$ cat config.mk
export PLATFORM = sky130hd
export DESIGN_NAME = obt_sep_check
export DESIGN_NICKNAME = d
export VERILOG_FILES = /design/src/design/obt_pkg.sv /design/src/design/obt_sep_check.sv
export SDC_FILE = /design/constraint.sdc
export NUM_CORES = 1
export LEC_CHECK = 0
export BUFFER_PORTS_ARGS = -buffer_cell sky130_fd_sc_hd__buf_2
export CAP_MARGIN = 5
export CORE_AREA = 2 2 212 214
export DETAILED_ROUTE_END_ITERATION = 10
export DIE_AREA = 0 0 214 216
export PLACE_DENSITY_LB_ADDON = 0.2
export SLEW_MARGIN = 40
export SYNTH_ARGS = -nofsm -noshare
export SYNTH_HDL_FRONTEND = slang
export SYNTH_SLANG_ARGS = --single-unit
$ cat constraint.sdc
create_clock -name vclk -period 6.85
set_input_delay 1.0275 -clock vclk [all_inputs]
set_output_delay 1.0275 -clock vclk [all_outputs]
set_load 0.005 [all_outputs]
$ cat src/design/obt_pkg.sv
// Shared widths, types and helpers for the oriented box overlap test.
// No dependencies.
`default_nettype none

package obt_pkg;

  localparam int COORD_BITS      = 24;
  localparam int AXIS_FRAC_BITS  = 14;
  localparam int AXIS_FIELD_BITS = 16;

  localparam int SZW  = COORD_BITS - 1;          // box width / height
  localparam int DW   = COORD_BITS + 1;          // center difference
  localparam int PPW  = DW + AXIS_FIELD_BITS;    // projection partial product
  localparam int PSW  = PPW + 1;                 // projection sum
  localparam int PMW  = PSW - 1;                 // projection magnitude
  localparam int RPW  = 2 * AXIS_FIELD_BITS;     // axis-axis product
  localparam int RSW  = RPW + 1;                 // axis-axis sum
  localparam int RMW  = RSW - 1;                 // axis-axis magnitude
  localparam int OPW  = SZW + RMW;               // extent partial product
  localparam int OSW  = OPW + 1;                 // other-box extent sum
  localparam int OWNW = SZW + 2 * AXIS_FRAC_BITS;
  localparam int LHW  = PMW + AXIS_FRAC_BITS + 1;
  localparam int RHW  = OSW + 1;
  localparam int NAX  = 4;

  localparam int BOX_BITS   = 4 * COORD_BITS + 2 * AXIS_FIELD_BITS - 2;
  localparam int IN_BITS    = 2 * BOX_BITS;
  localparam int IN_TDATA_W = ((IN_BITS + 7) / 8) * 8;
  localparam int OUT_TDATA_W = 8;

  typedef enum logic [2:0] {
    AXIS_A_RIGHT = 3'd0,
    AXIS_A_UP    = 3'd1,
    AXIS_B_RIGHT = 3'd2,
    AXIS_B_UP    = 3'd3,
    AXIS_NONE    = 3'd4
  } axis_t;

  // lowest bits first: cx, cy, rx, ry, w, h
  typedef struct packed {
    logic [SZW-1:0]                    h;
    logic [SZW-1:0]                    w;
    logic signed [AXIS_FIELD_BITS-1:0] ry;
    logic signed [AXIS_FIELD_BITS-1:0] rx;
    logic signed [COORD_BITS-1:0]      cy;
    logic signed [COORD_BITS-1:0]      cx;
  } box_t;

  typedef struct packed {
    logic  overlap;
    axis_t axis;
  } result_t;

  function automatic logic [PMW-1:0] mag_proj(input logic signed [PSW-1:0] v);
    logic [PSW-1:0] n;
    n = v[PSW-1] ? (~v + 1'b1) : v;
    return n[PMW-1:0];
  endfunction

  function automatic logic [RMW-1:0] mag_rot(input logic signed [RSW-1:0] v);
    logic [RSW-1:0] n;
    n = v[RSW-1] ? (~v + 1'b1) : v;
    return n[RMW-1:0];
  endfunction

endpackage

`default_nettype wire

$ cat src/design/obt_sep_check.sv
// Final compare of the four axis tests and first-separating-axis select.
// Depends on obt_pkg.
`default_nettype none

module obt_sep_check (
  input  logic [obt_pkg::NAX-1:0][obt_pkg::LHW-1:0]  lhs,
  input  logic [obt_pkg::NAX-1:0][obt_pkg::OSW-1:0]  other,
  input  logic [obt_pkg::NAX-1:0][obt_pkg::SZW-1:0]  own,
  output obt_pkg::result_t                            res
);

  logic [obt_pkg::NAX-1:0][obt_pkg::RHW-1:0] rhs;
  logic [obt_pkg::NAX-1:0]                   sep;

  always_comb begin
    for (int i = 0; i < obt_pkg::NAX; i++) begin
      // own half extent already scaled by the folded 0.5
      rhs[i] = obt_pkg::RHW'(other[i])
             + (obt_pkg::RHW'(own[i]) << (2 * obt_pkg::AXIS_FRAC_BITS));
      sep[i] = obt_pkg::RHW'(lhs[i]) > rhs[i];
    end
  end

  always_comb begin
    res.overlap = 1'b0;
    priority if (sep[0]) begin
      res.axis = obt_pkg::AXIS_A_RIGHT;
    end else if (sep[1]) begin
      res.axis = obt_pkg::AXIS_A_UP;
    end else if (sep[2]) begin
      res.axis = obt_pkg::AXIS_B_RIGHT;
    end else if (sep[3]) begin
      res.axis = obt_pkg::AXIS_B_UP;
    end else begin
      res.axis    = obt_pkg::AXIS_NONE;
      res.overlap = 1'b1;
    end
  end

endmodule

`default_nettype wire

# Word level (Yosys, flattened, before mapping)
# Cells that the tools add are included.
# totals
inputBits	540
out_inout_bits	4
ff_bits	0
# op_classes
addsub	4
order_cmp	4
muxes	8
# ops
cell	count
$add 56x51->57	4
$gt 56x57->1	4
$mux 3	4
$mux 1	4

# Logic depth before layout (Yosys ltp)
# logic_depth
word_depth	6
depth_mapped	23
depth_no_buf	22

# Worst setup path after synthesis
# Ideal clock, no wire load.
# synth_path
kind	input-to-output
startpoint	input other[28] in the netlist's numbering
endpoint	output res[3] in the netlist's numbering
arrival_time_ps	4802
setup_slack_ps	1021
path_buffers	1
required_time_ps	5822
path_stages	22
cell_sequence	ha_1 -> inv_1 -> fa_1 -> and2b_1 -> o31ai_2 -> a21oi_1 -> o22ai_1 -> a31oi_1 -> a211oi_1 -> nor2b_1 -> xnor2_1 -> ha_1 -> a21o_1 -> a21oi_1 -> o21ai_0 -> a21o_1 -> a2111oi_0 -> nand4_1 -> o311ai_1 -> o21ai_0 -> nor2_1 -> buf_4
# synth_rtl
element	line_no	source
start, declared	obt_sep_check.sv:7	input logic [obt_pkg::NAX-1:0][obt_pkg::OSW-1:0] other,
end, declared	obt_sep_check.sv:9	output obt_pkg::result_t res

==> flow_metrics.env <==
export IMPL_hold_path_end="res[0]"
export IMPL_area_growth_pct=35.35
export IMPL_cellLeakagePower_nw=7.555
export IMPL_wl_met3_mm=2.187
export IMPL_die_height_um=216
export IMPL_met1_length_mm=17.36
export IMPL_crit_required_ns=5.82
export IMPL_core_sq_um=43840
export IMPL_synth_area_per_cell_sq_um=7.503
export IMPL_yosysSeqAreaShare_pct=0
export IMPL_vias=11680
export IMPL_critPathCaptureType="output pin"
export IMPL_port_buffers=544
export IMPL_worstHoldStart="other[55]"
export IMPL_critPathLaunch="other[84]"
export IMPL_drv_cap=0
export IMPL_hold_buffers=0
export IMPL_worstPathCellList="buf_2, ha_1, fa_1, a21o_1, a41oi_1, a31oi_1, nor2_1, o21ai_0, a21o_1, a21oi_1, xor2_1, ha_1, a21o_1, a211oi_1, nor2_1, o21bai_1, a21boi_0, a2111o_1, o2bb2ai_1, buf_4, o21ai_0, nor2_1, buf_2"
export IMPL_worst_pin_slew_ns=0.5398
export IMPL_met2_length_mm=20.29
export IMPL_layout_commonest_cell="buf_2"
export IMPL_pre_cts_ws_ns=0.1499
export IMPL_synth_top_area_share_pct=39.45
export IMPL_min_path_cells=5
export IMPL_finalCritPeriodShare_pct=95.80
export IMPL_start_kind="input pin"
export IMPL_whs_ns=2.565
export IMPL_drtPass1Iterations=5
export IMPL_power_density_nw_per_um2=83.96
export IMPL_fill_cells=4880
export IMPL_hold_class="in2out"
export IMPL_drv_slew=0
export IMPL_top_layer="met5"
export IMPL_start_util_pct=22.87
export IMPL_drc_errors=0
export IMPL_layout_setup_ws_ns=0.2877
export IMPL_grt_overflow_total=0
export IMPL_slowest_delay_ns=0.42
export IMPL_timing_fmax_mhz=152.4
export IMPL_ios=544
export IMPL_relSlewSlack_pct=63.54
export IMPL_period_needed_ns=6.562
export IMPL_layout_common_cells="544 x buf_2, 316 x ha_1, 151 x inv_1"
export IMPL_ys_types=75
export IMPL_finalSetupViolations=0
export IMPL_synth_area_leader_cell="ha_1"
export IMPL_ant_nets=0
export IMPL_synthCells=1336
export IMPL_ir_drop_v=0.00002684
export IMPL_grt_max_degree=9
export IMPL_grt_pass1_vias=12280
export IMPL_antenna_found_initial=11
export IMPL_dp_cells=2470
export IMPL_setup_tns_ns=0
export IMPL_gp_congestion=0.9641
export IMPL_yosysWarnings=0
export IMPL_seq_cells=0
export IMPL_dp_hpwl_mm=38.12
export IMPL_wl_mm=40.54
export IMPL_finalHoldViolCount=0
export IMPL_final_seq_area_sq_um=0
export IMPL_fin_cells=2479
export IMPL_worst_path_max_fanout=3
export IMPL_cp_slowest_cell="fa_1"
export IMPL_synth_fp_nets=2196
export IMPL_nNetsFinal=2741
export IMPL_worstSetupPathType="in2out"
export IMPL_wl_per_cell_um=16.35
export IMPL_first_iter_violations=412
export IMPL_cp_data_arrival_time_ns=5.53
export IMPL_grt_pass1_wl_mm=63.34
export IMPL_rows=77
export IMPL_drive_gt1_share_pct=31.29
export IMPL_grtUsageTotal_pct=16.85
export IMPL_nClkBuffers=0
export IMPL_die_area_sq_um=46220
export IMPL_netlist_area_sq_um=10020
export IMPL_vias_per_cell=4.712
export IMPL_die_width_um=214
export IMPL_ys_top_cells_by_area="ha_1 39%, a21oi_1 6.6%, inv_1 5.7%, a21o_1 5.6%, xor2_1 4.8%"
export IMPL_status="complete, no violations"
export IMPL_finalPower_w=0.001139
[critical path, delay by kind of cell]
family | cells | cell delay [ns]
adders and majority gates | 3 | 0.93
and+or+nand+nor | 3 | 0.49
buffers and inverters | 3 | 0.44
xor gates and xnor gates | 1 | 0.18
AOI/OAI and AO/OA | 13 | 2.44
[area by class of cell]
class / count / area, sq um / area share, %
timing repair buffer: 549 / 2760 / 20.34
tap: 592 / 740.7 / 5.460
antenna: 8 / 20.02 / 0.1476
inverter: 151 / 566.8 / 4.178
multi-input combinational: 1179 / 9479 / 69.87
[power breakdown]
part / switching (W) / internal (W) / leakage [nW]
Combinational: 0.000598 / 0.000541 / 7.55
Clock: 0 / 0.000000000157 / 0.0000507
Sequential: 0 / 0 / 0
[cells in the mapped netlist (all sizes together) (6+ instances only)]
cell type,instances
a2111oi,7
a211o,7
a211oi,16
a21boi,6
a21o,80
a21oi,132
a31oi,12
a41oi,7
and3,11
and4,8
ha,316
inv,151
nand2,86
nand2b,23
nand3,34
nand4,47
nor2,71
nor2b,15
nor3,18
nor4,6
o211ai,14
o21a,14
o21ai,79
o21bai,8
xnor2,43
xor2,55
[worst max path at each step]
| stage | end | slack [ns] | cells past startpoint |
|---|---|---|---|
| final | res[3] | 0.29 | 23 |
| after detailed placement | res[3] | 0.15 | 23 |
| after CTS | res[0] | 0.13 | 22 |
| after floorplan | res[3] | 1.02 | 22 |
| after global placement | res[0] | 0.13 | 22 |
| after global routing | res[3] | -0.05 | 22 |
[timing repair]
item	CTS	global route
setup endpoints to repair	0	4
buffers inserted	0	1
resized for setup	0	9
[per-layer routing]
layer	vias up	GRT usage, %
met1	5233	20.24
met2	331	31.46
met5	-	0
met4	6	3.054
met3	38	2.819
li1	6074	-
[logic make-up after synthesis]
logic type / Yosys count / share of synthesized area, %
AOI/OAI and AO/OA: 423 / 28.22
and+or+nand+nor: 338 / 17.05
adders and majority gates: 320 / 40.24
buffers and inverters: 157 / 5.917
xor gates and xnor gates: 98 / 8.563
[per-stage QoR]
step | utilization, % | cell area, sq um
2_1_floorplan | - | 10020
3_3_place_gp | 30.77 | 13490
3_5_place_dp | 30.77 | 13490
4_1_cts | 30.77 | 13490
5_1_grt | 30.94 | 13560
6_report | 30.95 | 13570
Note: power is estimated with default switching activity, not from simulation.
